===== src/rbfi_fifo.sv =====
// ----------------------------------------------------------------------------
// rbfi_fifo: job queue
// Short register queue between the front end and the back end.
// ----------------------------------------------------------------------------
module rbfi_fifo #(
  parameter int WIDTH = 8,
  parameter int DEPTH = 4
) (
  input  logic             clk,
  input  logic             rst,
  input  logic             push,
  input  logic [WIDTH-1:0] wdata,
  output logic             full,
  input  logic             pop,
  output logic [WIDTH-1:0] rdata,
  output logic             empty
);

  localparam int AW = (DEPTH > 1) ? $clog2(DEPTH) : 1;
  localparam int CW = $clog2(DEPTH + 1);

  logic [WIDTH-1:0] mem [DEPTH];
  logic [AW-1:0]    wr_ptr;
  logic [AW-1:0]    rd_ptr;
  logic [CW-1:0]    count;

  assign full  = (count == CW'(DEPTH));
  assign empty = (count == '0);
  assign rdata = mem[rd_ptr];

  always_ff @(posedge clk) begin
    if (push) begin
      mem[wr_ptr] <= wdata;
    end
  end

  always_ff @(posedge clk) begin
    if (rst) begin
      wr_ptr <= '0;
      rd_ptr <= '0;
      count  <= '0;
    end else begin
      if (push) begin
        wr_ptr <= (wr_ptr == AW'(DEPTH - 1)) ? '0 : wr_ptr + 1'b1;
      end
      if (pop) begin
        rd_ptr <= (rd_ptr == AW'(DEPTH - 1)) ? '0 : rd_ptr + 1'b1;
      end
      if (push && !pop) begin
        count <= count + 1'b1;
      end else if (pop && !push) begin
        count <= count - 1'b1;
      end
    end
  end

  a_count_bound: assert property (@(posedge clk) disable iff (rst)
    count <= CW'(DEPTH)) else $error("queue count beyond depth");
  a_no_underflow: assert property (@(posedge clk) disable iff (rst)
    empty && pop |-> push) else $error("pop from empty queue");
  a_no_overflow: assert property (@(posedge clk) disable iff (rst)
    full && push |-> pop) else $error("push into full queue");

endmodule


===== config.mk =====
export PLATFORM = sky130hd
export DESIGN_NAME = rbfi_fifo
export DESIGN_NICKNAME = d
export VERILOG_FILES = /design/src/rbfi_fifo.sv
export SDC_FILE = /design/constraint.sdc
export NUM_CORES = 1
export LEC_CHECK = 0
export BUFFER_PORTS_ARGS = -buffer_cell sky130_fd_sc_hd__buf_4
export CORE_ASPECT_RATIO = 1.5
export CORE_MARGIN = 4
export CORE_UTILIZATION = 43
export DETAILED_ROUTE_END_ITERATION = 10
export PLACE_DENSITY = 0.7
export SETUP_SLACK_MARGIN = 0.4
export SKIP_CTS_REPAIR_TIMING = 1
export SLEW_MARGIN = 20
export SYNTH_ARGS = -nofsm -noshare
export SYNTH_HDL_FRONTEND = slang
export SYNTH_SLANG_ARGS = --single-unit

===== constraint.sdc =====
create_clock -name clk -period 1.25 [get_ports clk]
set_input_delay 0.125 -clock clk [delete_from_list [all_inputs] [get_ports clk]]
set_output_delay 0.125 -clock clk [all_outputs]
set_load 0.02 [all_outputs]

Word level (Yosys, flattened, before mapping) --
Memories as Yosys holds them, arrays and structs flattened. A register that Yosys moved wholly into a read port is not among the register bits. Index checks and enable logic that the tools add are counted.
Cells by class: add/sub/neg operators 4, equal/unequal tests 3, mux-type cells 8, reduce and logical (&&, ||, !) cells 6
Operators with widths (count):
- 2-to-1 mux 2 bit | 4
- 2-to-1 mux 3 bit | 2
- adder 2 x 1 -> 2 bit (second input constant) | 2
- == test 2 bit (second input constant) | 2
- adder 3 x 1 -> 3 bit (second input constant) | 1
- == test 3 bit (second input constant) | 1
- zero test 3 bit | 1
- subtractor 3 x 1 -> 3 bit (second input constant) | 1
- logical AND 1 bit | 2
- zero test 1 bit | 2
- 2-to-1 mux 1 bit | 2
- nonzero test 2 bit | 1
Storage, ports and cells: register bits 7, bits in writable memories 32, input port bits 12, output and inout port bits 10, logic and storage cells 25, memories 1
Memory list:
- mem | depth 4, width 8, read ports 1, clocked after Yosys merged registers in 1, write ports 1, line 22 | logic [WIDTH-1:0] mem [DEPTH];

Longest topological paths before layout --
depth after elaboration 4, depth in mapped cells 7, mapped depth without buffers 7

Worst setup path before layout --
OpenSTA, ideal clock, no wires.
path type reg-to-reg, start point reg count[0], end point reg count[2], setup time 0.070 ns, arrival time 1.322 ns, required time 1.180 ns, setup slack -0.141 ns, stages on the path, launching flop included 5, path buffers 0, period minus slack after synthesis 1.391 ns, cells stage by stage dfxtp_1 -> fa_1 -> xor2_1 -> or3_1 -> a21oi_1
On the way: word-level cells in the longest chain between the ends 3, elaborated cells between the ends (all ways) 4, those cells by class add/sub: 2; mux: 2
RTL lines:
- from (decl) | line 25 | logic [CW-1:0] count;
- from (signal assigned) | line 50 | count <= count + 1'b1;
- from (signal assigned) | line 52 | count <= count - 1'b1;
- subtractor 3 x 1 -> 3 bit | line 52
- 2-to-1 mux 3 bit | line 51 | end else if (pop && !push) begin
- 2-to-1 mux 3 bit * | line 49 | if (push && !pop) begin
Mark *: on every way between the ends. The rest lies on a longest branch, timed or not. The select of a mux whose other input is x is not followed. A chain may end at the register's enable or synchronous reset.

==> run_results.csv <==
group,metric,value,unit
finish,syn_to_final_growth,36.6,%
power,peakVddDrop,1.06,mV
yosys,synth_fa_ha_area_frac,0.0595,
drt,drc,0,
timing,max_freq,642,MHz
drt,dr.pass1.iters,4,
yosys,muxShareOfSynthArea,0.138,
clock_network,clock_sinks,41,
finish,antenna_cells,0,
finish,final_common_cell,"edfxtp_1",
clock_network,clockBufferDepth,2,
clock_network,htreeDepth,2,
yosys,avgSynthCellArea,18.6,um2
floorplanning,core,3480,um2
clock_network,path_clk_slew,0.07,ns
finish,layout_common_cells,"edfxtp_1 (32), buf_4 (18), buf_6 (13), mux4_2 (8)",
yosys,synth_compound_area_frac,0.00940,
critical_path,r2r-end,"count[2]",
critical_path,worstPathMaxFanout,8,
power,p_leak,0.794,nW
place,place_ws,-0.279,ns
yosys,yosysSeqAreaShare,0.714,
timing,post-route-min-period,1.56,ns
clock_network,tritoncts,"yes",
drt,ant_nets,0,
timing,rsz0062_at_grt,"true",
place,place_congestion,0.685,
clock_network,insertion_delay,0.29,ns
critical_path,required,1.12,ns
critical_path,crit_arrival,1.43,ns
timing,max_slew_margin,0.874,
worst_hold_path,hold_class,"input port to flip-flop",
yosys,synth_simple_gate_area_share,0.0486,
drt,drt_iter0_markers,16,
global_route,grt_util_all_layers,0.130,
finish,fin_cells,167,
global_route,grt_start_max_net_pins,13,
critical_path,critPathCaptureType,"output port",
power,netSwitchingFraction,0.240,
power,seqPwrFrac,0.539,
timing,tns,-2.52,ns
place,port_buffers,21,
floorplanning,num_io_pins,22,
critical_path,crit_end,"rdata[2]",
power,p_per_area,1370,nW/um2
timing,finalSetupViolations,11,
yosys,synth.distinct_cells,17,
job,drv_cap,0,
power,p_int,2.27,mW
yosys,synth_cells,86,
clock_network,cts-root-buf,"clkbuf_8",
power,power_frac_clock,0.264,
timing,fin_skew,0.00290,ns
yosys,ys_ff_latch,41,
global_route,antenna_found_initial,0,
global_route,grt_pass1_wl,4.31,mm
yosys,synth_warnings,0,
power,p_sw,0.715,mW
drt,wl,2.75,mm
drt,vias_per_cell,5.16,
yosys,synth_top_family_by_area,"multiplexers",
drt,vias,861,
place,dpl.hpwl,1.89,mm
critical_path,start_kind,"flip-flop",
global_route,gr-total-overflow,0,
clock_network,cts_made_buffers,5,
floorplanning,die_h,82.7,um
global_route,grt_pass1_vias,918,
critical_path,r2r_cells,4,
timing,setup_slack,-0.307,ns
yosys,synth_fp_nets,105,
critical_path,regToRegSetupSlack,-0.09,ns
floorplanning,fp-row-count,26,
finish,drive_gt1_frac,0.576,
critical_path,r2r_start,"count[1]",
yosys,mappedNetlistArea,1600,um2
power,power_frac_comb,0.197,
drt,wl_per_cell,16.4,um
floorplanning,die_area,4770,um2
timing,tightest_slew,0.188,ns
floorplanning,initial_core_util,0.459,
yosys,synthXorXnorAreaFrac,0.0110,
timing,drv_slew,0,
timing,hold_viol,0,
floorplanning,die_w,57.8,um
place,dp.cells,154,
critical_path,crit_type,"flip-flop to output port",
status,violations,"negative setup slack",
finish,num-nets-final,143,
status,status,"finished with violations",
timing,timing.final.crit_share,1.25,
## layout make-up
type / instances / area, um2
Clock buffer: 7 / 76.3
Clock inverter: 1 / 3.75
Fill cell: 253 / 1300
Inverter: 4 / 32.5
Multi-Input combinational cell: 39 / 542
Sequential cell: 41 / 1150
Tap cell: 42 / 52.6
Timing Repair Buffer: 33 / 322
## power by group through the flow
stage	Sequential (mW)	Combinational, mW	Clock (mW)
6_report	1.61	0.588	0.786
3_3_place_gp	1.62	0.473	0
2_1_floorplan	1.62	0.279	0
3_5_place_dp	1.63	0.488	0
4_1_cts	1.60	0.492	0.806
5_1_grt	1.62	0.632	0.885
## worst max-delay path, stage by stage (launching register included)
cell and delay (ns):
dfxtp_2 0.34, buf_12 0.13, mux4_2 0.52, buf_6 0.15
## layer usage
metal	GRT usage	share of wire	up-vias
li1	-	-	400
met3	0.0358	0.046	8
met2	0.229	0.57	21
met1	0.128	0.36	432
met5	0	0	-
met4	0.0974	0.031	0
## sequential cells by signal (all words and copies together), names as in the netlist, named ones only
| register | count |
|---|---|
| count | 3 |
| mem | 32 |
| rd_ptr | 2 |
| wr_ptr | 2 |
## worst min path at each step
stage / from / to / slack, ns / cells after the start
after global routing: wdata[6] / mem[3][6] / 0.02 / 1
after detailed placement: wdata[3] / mem[2][3] / 0.33 / 1
after floorplan: rst / count[1] / 0.18 / 1
after global placement: wdata[3] / mem[0][3] / 0.32 / 1
final: wdata[3] / mem[1][3] / 0.03 / 1
after CTS: wdata[3] / mem[1][3] / 0.03 / 1
## cells in the mapped netlist (all sizes together)
library cell | number | area [um2]
fa | 1 | 20.0
inv | 4 | 15.0
or3 | 1 | 6.26
mux2i | 4 | 40.0
clkbuf | 1 | 5.00
nor2 | 7 | 26.3
a21oi | 2 | 10.0
buf | 1 | 11.3
ha | 6 | 75.1
xor2 | 2 | 17.5
nor3 | 1 | 5.00
edfxtp | 32 | 961
dfxtp | 9 | 180
o21ai | 1 | 5.00
and2 | 4 | 25.0
mux4 | 8 | 180
nor3b | 2 | 15.0
## cells by family after synthesis
kind of cell	Yosys count
AO/OA/AOI/OAI	3
flip-flops	41
XOR/XNOR	2
multiplexers	12
adder cells (fa/ha/maj)	7
AND/OR/NAND/NOR	15
buffers and inverters	6
## metrics by stage
step	hold WS [ns]	power, mW	util	area (um2)
floorplan	0.184	1.90	-	1690
global placement	0.324	2.10	0.564	1960
detailed placement	0.331	2.12	0.564	1960
CTS	0.0316	2.90	0.587	2040
global route	0.0209	3.13	0.627	2180
finish	0.0345	2.98	0.627	2180
Note: power is estimated with default switching activity, not from simulation.
