$ cat src/rbfi_pkg.sv
// ----------------------------------------------------------------------------
// rbfi_pkg: shared types for the unit box face intersection block
// Job record written by the front end, the side record carried next to the
// dividers, and the candidate record used by the nearest-face selection.
// ----------------------------------------------------------------------------
package rbfi_pkg;

  localparam int unsigned COORD_W   = 32;
  localparam int unsigned MIN_DIST_W = 17;
  localparam int unsigned S_DATA_W  = 192;
  localparam int unsigned M_DATA_W  = 40;

  localparam logic [2:0] FACE_NEG_X = 3'd0;

  typedef struct packed {
    logic [2:0][31:0] org;
    logic [2:0][31:0] dir;
    logic [2:0][31:0] dmag;
    logic [5:0][31:0] nmag;
    logic [5:0]       neg;
    logic [2:0]       dzero;
  } ray_job_t;

  typedef struct packed {
    logic [2:0][31:0] org;
    logic [2:0][31:0] dir;
    logic [5:0]       neg;
    logic [2:0]       dzero;
  } side_t;

  typedef struct packed {
    logic        ok;
    logic [31:0] t;
    logic [2:0]  face;
  } cand_t;

  // Earlier candidate a wins if valid, unless b is valid and strictly nearer; else b.
  function automatic cand_t pick_near(cand_t a, cand_t b);
    if (a.ok && (!b.ok || ($signed(a.t) <= $signed(b.t)))) begin
      return a;
    end
    return b;
  endfunction

endpackage

$ cat src/rbfi_front.sv
// ----------------------------------------------------------------------------
// rbfi_front: ray classification
// Splits a ray beat into per-face numerator magnitudes, quotient signs and
// per-axis divisor magnitudes and zero flags.
// ----------------------------------------------------------------------------
module rbfi_front #(
  parameter int FRAC_BITS = 16
) (
  input  logic [rbfi_pkg::S_DATA_W-1:0] tdata,
  output rbfi_pkg::ray_job_t            job
);
  import rbfi_pkg::*;

  localparam logic signed [32:0] HALF = 33'sd1 <<< (FRAC_BITS - 1);

  always_comb begin
    logic signed [32:0] plane;
    logic signed [32:0] diff;
    job = '0;
    for (int k = 0; k < 3; k++) begin
      job.org[k]   = tdata[32*k +: 32];
      job.dir[k]   = tdata[96 + 32*k +: 32];
      job.dmag[k]  = job.dir[k][31] ? (32'd0 - job.dir[k]) : job.dir[k];
      job.dzero[k] = (job.dir[k] == 32'd0);
    end
    for (int f = 0; f < 6; f++) begin
      plane = (f % 2 == 1) ? HALF : -HALF;
      diff  = plane - $signed({job.org[f/2][31], job.org[f/2]});
      job.nmag[f] = diff[32] ? 32'(-diff) : diff[31:0];
      job.neg[f]  = diff[32] ^ job.dir[f/2][31];
    end
  end

endmodule

$ cat config.mk
export PLATFORM = sky130hd
export DESIGN_NAME = rbfi_front
export DESIGN_NICKNAME = d
export VERILOG_FILES = /design/src/rbfi_pkg.sv /design/src/rbfi_front.sv
export SDC_FILE = /design/constraint.sdc
export NUM_CORES = 1
export LEC_CHECK = 0
export BUFFER_PORTS_ARGS = -buffer_cell sky130_fd_sc_hd__buf_2
export CORE_AREA = 2 2 262 264
export DETAILED_ROUTE_END_ITERATION = 8
export DIE_AREA = 0 0 264 266
export REMOVE_ABC_BUFFERS = 1
export SKIP_LAST_GASP = 1
export SYNTH_ARGS = -nofsm -noshare
export SYNTH_HDL_FRONTEND = slang
export SYNTH_SLANG_ARGS = --single-unit
$ cat constraint.sdc
create_clock -name vclk -period 5.1
set_input_delay 0.51 -clock vclk [all_inputs]
set_output_delay 0.51 -clock vclk [all_outputs]
set_load 0.05 [all_outputs]
Yosys cells after proc, flatten, opt, wreduce, memory -nomap -nowiden. Index checks and enable logic that the tools add are counted.

Flip-flop bits (word level): 0. Bits of input ports: 192. Output and inout bits: 489. Word-level logic and storage cells: 33.

$add $sub $neg: 15. Muxes and demuxes: 9. Bitwise operators: 6. Reduce and logical (&&, ||, !) cells: 3.

Operators by type and width (number): 32-bit two-way mux (9); 32-bit negator (6); 16-bit by 32-bit subtractor with 33-bit output, first input constant (3); 17-bit by 32-bit subtractor with 33-bit output, first input constant (3); 32-bit logical NOT (3); 1-bit by 32-bit subtractor with 32-bit output, first input constant (3); 1-bit XOR (6).

Depth between registers and ports, before layout. Gate-level depths: netlist (run 1).

Depth after elaboration: 3. Gate-level depth with buffers: 15. Mapped depth without buffers: 11.

Worst setup path before layout (run 1). Ideal clock, no wire load.

Kind: input to output. From: input port tdata[0] (netlist name). To: output port job[40] (netlist name). Arrival: 4.031 ns. Data required time: 4.590 ns. Slack: 0.559 ns. Stages: 13. Buffers on the path: 2. Cells stage by stage: buf_2 inv_1 ha_1 buf_2 or4b_4 nor4_4 a311oi_1 xnor2_1 or4_4 a21o_1 nor4_4 o31ai_1 a221oi_2.

RTL lines: from (decl) (line rbfi_front.sv:9) `input logic [rbfi_pkg::S_DATA_W-1:0] tdata,`; to (decl) (line rbfi_front.sv:10) `output rbfi_pkg::ray_job_t job`.

==> results of run 1 <==
cells by family after synthesis:
kind of cell,synth area share [%]
AO/OA/AOI/OAI,18.12
XOR/XNOR,29.51
adder cells (fa/ha/maj),0.7427
buffers and inverters,18.09
multiplexers,0.6116
AND/OR/NAND/NOR,32.93
power by group through the flow:
stage	clock, mW	combinational (mW)	sequential, mW
floorplan	0	1.37	0
global placement	0	2.41	0
detailed placement	0	2.40	0
CTS	0	2.41	0
global route	0.0000000262	2.51	0
finish	0.0000000111	2.41	0
routing by layer:
metal,vias to the layer above,wire length [um],global-route usage (%)
li1,6796,-,-
met1,6719,21120,16.65
met2,813,26110,25.00
met3,102,3857,1.654
met4,2,2387,5.912
met5,-,13,0
final cells by class:
class                           instances  area share, %
Timing Repair Buffer                  727          26.18
Tap cell                              882          7.697
Antenna cell                            2        0.03491
Inverter                               23         0.6021
Multi-Input combinational cell       1423          65.49
final timing paths:
| path | cells after the start | endpoint | slack, ps |
|---|---|---|---|
| worst min-delay path | 2 | job[330] | 1340 |
| worst max-delay path | 13 | job[39] | 330 |
timing repair:
| item | 4_1_cts | 5_1_grt |
|---|---|---|
| buffers inserted | 0 | 0 |
| hold buffers | 0 | 0 |
| endpoints found under the setup margin | 0 | 1 |
| resized for setup | 0 | 1 |
worst max-delay path, stage by stage:
cell     delay (ps)
buf_2           160
inv_1           110
ha_1            370
nor4b_1         380
nand2_1         280
nor2_1          480
mux2i_1         240
a32oi_1          90
or4_4           590
or2_1           270
o21ai_0         200
xnor2_1         220
buf_2           330
cells in the final DEF, fill, tap and decap left out, types with 5 or more instances in the layout:
| cell | n |
|---|---|
| nor2b_1 | 10 |
| or3_1 | 25 |
| a32oi_1 | 6 |
| o22ai_1 | 7 |
| nor3b_1 | 7 |
| a31oi_1 | 17 |
| o31a_1 | 5 |
| nand3b_1 | 9 |
| or4_1 | 24 |
| nand4_1 | 30 |
| ha_1 | 6 |
| xnor2_1 | 283 |
| nor4_1 | 36 |
| nor3_1 | 70 |
| xor2_1 | 103 |
| or2_2 | 12 |
| nor2_1 | 151 |
| o21ai_1 | 10 |
| nor3_2 | 10 |
| nand2_1 | 184 |
| o31ai_1 | 51 |
| nand3_1 | 42 |
| inv_1 | 23 |
| a211oi_1 | 11 |
| a21o_1 | 9 |
| and2_1 | 10 |
| nand2b_1 | 27 |
| buf_4 | 46 |
| a21oi_1 | 58 |
| mux2i_1 | 7 |
| or4_4 | 5 |
| o211ai_1 | 5 |
| nor4b_1 | 7 |
| buf_2 | 681 |
| and4_1 | 6 |
| o21ai_0 | 76 |
| o41ai_1 | 11 |
| and3_1 | 17 |
==> run_results.csv, run 1 <==
group,metric,value,unit
run_status,status,"finished, final reports clean",
yosys,synth_top_area_share,21.64,%
die,coreArea,67750,um2
placement,place_area,14330,um2
power,power,2.408,mW
yosys,synth.most_common_cell,"xnor2_1",
timing,finalWorstSetupSlack,328.5,ps
timing,rsz0062_at_grt,"no",
grt,overflow,0,
timing,finalHoldViolations,0,
worst_setup_path,path_max_fanout,12,
hold_path,hold_start,"tdata[129]",
die,die_height,266,um
die,io_pins,681,
flow_run,maxCapViolCount,0,
worst_setup_path,crit_start,"tdata[0]",
layout,drive_gt1_share,35.85,%
placement,hpwl,45310,um
placement,gp_congestion,0.9389,
power,seqPwrFrac,0,%
layout,area_growth,25.15,%
layout,nClkBuffers,0,
routing,drtIter0Drc,964,
placement,dpl.cell_count,3055,
yosys,synth_area_leaders,"xnor2_1, buf_4, xor2_1",
grt,antenna_found_initial,3,
timing,finalMaxSlewViolations,0,
routing,antenna_left,0,
timing,tns,0,ps
worst_setup_path,cp-start-kind,"input pin",
worst_setup_path,cp.arrival,4260,ps
routing,routed_wl,53480,um
power,power_frac_clock,0,%
timing,tightest_slew,1072,ps
power,combPwrFrac,100.0,%
yosys,netlist_instances,1764,
layout,finalNetCount,2373,
yosys,yosysWarnings,0,
layout,multi_input_area,9389,um2
grt,grt_max_degree,37,
die,die_w,264,um
routing,wl_per_cell,17.49,um
yosys,syn_area_per_cell,6.494,um2
worst_setup_path,critical_path_class,"input pin to output port",
placement,numPortBuffers,681,
routing,via_count,14430,
yosys,yosys-top-cells-count,"xnor2_1, buf_4, nand2_1",
yosys,synth_top_area_cell,"xnor2_1",
routing,drc,0,
timing,worst_hold_slack,1338,ps
yosys,syn_area,11460,um2
layout,final.fill_count,7798,
yosys,seq_area_frac_synth,0,%
timing,finalCriticalPeriod,4772,ps
layout,fin_util,21.16,%
layout,finalNonFillerCells,3057,
yosys,yosys.cell_types.count,86,
power,swShare,77.42,%
die,num_rows,96,
power,power.leakage,5.808,nW
grt,grt_pass1_wl,77830,um
layout,flops_and_latches,0,
die,dieArea,70220,um2
routing,viasPerCell,4.721,
grt,grt_pass1_vias,12810,
timing,finalCritPeriodShare,93.56,%
grt,grt_usage,13.91,%
timing,report.final.setup_viol,0,
layout,regArea,0,um2
power,p_sw,1.864,mW
power,p_int,0.5438,mW
timing,relSlewSlack,28.30,%
placement,dp_slack,371.8,ps
power,vdd_ir_drop_max,0.00009736,V
die,initial_core_util,16.91,%
power,cellPowerDensity,168.0,nW/um2
layout,fin_area,14340,um2
routing,firstDrtPassIters,5,
timing,max_freq,209.6,MHz
worst_setup_path,cp-end-kind,"output port",
hold_path,hold_path.class,"input pin to output port",
worst_setup_path,critical_path_required,4590,ps
(Power assumes the default switching activity.)
==> run 2: changes to the inputs <==
Settings changed: CORE_AREA 2 2 262 264 to 2 2 269 271, DIE_AREA 0 0 264 266 to 0 0 271 273, SETUP_SLACK_MARGIN set to 0.5.
Clock period 5.1 ns to 4 ns, I/O delays scaled along.
==> run 2 against run 1 <==
Against the previous run: sequential share of layout area unchanged; power up 47%; critical path depth is 1 lower; die area increased by 5.4%; clock-buffer cell count unchanged; via count grew 11%; cell area up 35%; worst hold slack worse by 240 ps; highest routed layer is now met4; non-clock buffer count is 284 higher; core utilization rose by 6.1 points.
==> run_results.csv, run 2 (synthesis gave the netlist of run 1 again) <==
group,metric,value,unit
timing,rsz0062_at_grt,"yes",
die,coreArea,71000,um2
routing,drtIter0Drc,1140,
power,power.leakage,8.048,nW
timing,relSlewSlack,25.43,%
grt,grt_pass1_vias,14690,
worst_setup_path,cpLargestDelayFamily,"simple AND/OR/NAND/NOR gates",
die,die_height,273,um
layout,finalNetCount,2657,
routing,wl_per_cell,18.32,um
placement,numPortBuffers,681,
timing,worst_hold_slack,1101,ps
layout,final.fill_count,7708,
placement,dpl.cell_count,3293,
clocking,ctsHoldBuffers,0,
timing,finalMaxSlewViolations,0,
timing,finalHoldViolations,0,
timing,finalCritPeriodShare,93.53,%
die,io_pins,681,
die,dieArea,73980,um2
timing,tns,0,ps
routing,firstDrtPassIters,5,
routing,via_count,16040,
routing,antenna_left,0,
worst_setup_path,critical_path_class,"input pin to output port",
die,initial_core_util,16.14,%
worst_setup_path,cp-end-kind,"output port",
die,num_rows,98,
worst_setup_path,path_max_fanout,7,
grt,grt_pass1_wl,87650,um
worst_setup_path,path_buf_inv,3,
layout,final_common_cell,"buf_2",
worst_setup_path,critical_path_required,3600,ps
layout,flops_and_latches,0,
layout,nClkBuffers,0,
routing,viasPerCell,4.704,
timing,max_freq,267.3,MHz
power,cellPowerDensity,182.8,nW/um2
worst_setup_path,cp_slowest_cell,"or4b_4",
placement,hpwl,49710,um
layout,fin_util,27.25,%
worst_setup_path,cp.arrival,3340,ps
layout,regArea,0,um2
grt,antenna_found_initial,2,
timing,finalCriticalPeriod,3741,ps
timing,report.final.setup_viol,0,
layout,area_growth,68.91,%
power,vdd_ir_drop_max,0.0001293,V
worst_setup_path,cpPeakStageDelay,620,ps
grt,overflow,0,
worst_setup_path,cp_cell_sequence,"buf_2 -> or4b_4 -> buf_6 -> nor4_4 -> a31o_2 -> a221oi_2 -> or4_4 -> a21o_1 -> nor4_4 -> nand2b_1 -> a221oi_2 -> buf_6",
grt,grt_usage,14.91,%
die,die_w,271,um
grt,grt_max_degree,37,
worst_setup_path,cp-start-kind,"input pin",
placement,gp_congestion,0.9984,
flow_run,maxCapViolCount,0,
run_status,status,"finished, final reports clean",
hold_path,hold_path.class,"input pin to output port",
timing,tightest_slew,1119,ps
layout,drive_gt1_share,54.38,%
routing,drc,0,
layout,finalNonFillerCells,3409,
routing,routed_wl,62460,um
layout,layout_common_cells,"buf_2, buf_4, xnor2_1",
==> run 2: changes by cell type in the layout (fill, tap and decap cells not counted), moves of 23 or more <==
| cell | previous run | this run |
|---|---|---|
| buf_4 | 46 | 355 |
| buf_2 | 681 | 552 |
| buf_6 | 0 | 69 |
| o21ai_0 | 76 | 50 |
| xnor2_1 | 283 | 257 |
| a21oi_1 | 58 | 34 |
| xnor2_2 | 0 | 23 |
==> run 2: per-layer routing <==
layer  vias up  global-route usage [%]  share of wire (%)
met3       190                   2.038                7.7
met5         -                       0                  0
met2       925                   26.25                 48
li1       7381                       -                  -
met4         0                   7.720                6.0
met1      7541                   17.58                 38
==> run 2: metrics by stage <==
stage                     area [um2]  setup WS, ps  power, mW
after floorplan                 9470        -427.0      1.749
after global placement         15870        -183.2      3.217
after detailed placement       15870        -164.0      3.212
after CTS                      17680         202.5      3.385
after global routing           19350         137.6      3.665
final                          19350         258.9      3.537
==> run 2: final timing paths <==
path | start | end | slack (ps) | cells after the start
min | tdata[170] | job[371] | 1100 | 2
max | tdata[8] | job[40] | 260 | 12
==> run 2: final cells by class <==
class | instances | area [um2] | share of cell area [%]
multi-input cells | 1423 | 11270 | 58.27
repair buffers | 1011 | 6770 | 34.99
well taps | 950 | 1189 | 6.143
inverters | 23 | 111.4 | 0.5755
diodes | 2 | 5.005 | 0.02586
==> run 2: repair_timing <==
item | CTS | global route
pin swaps | 83 | 119
buffers inserted | 50 | 63
resized for setup | 348 | 288
endpoints found under the setup margin | 146 | 163
cloned | 0 | 1
==> run 2: power by group <==
group,switching (mW),total [mW],internal [mW]
clock network,0,0.0000000357,0.0000000357
registers,0,0,0
logic,2.54,3.54,0.992
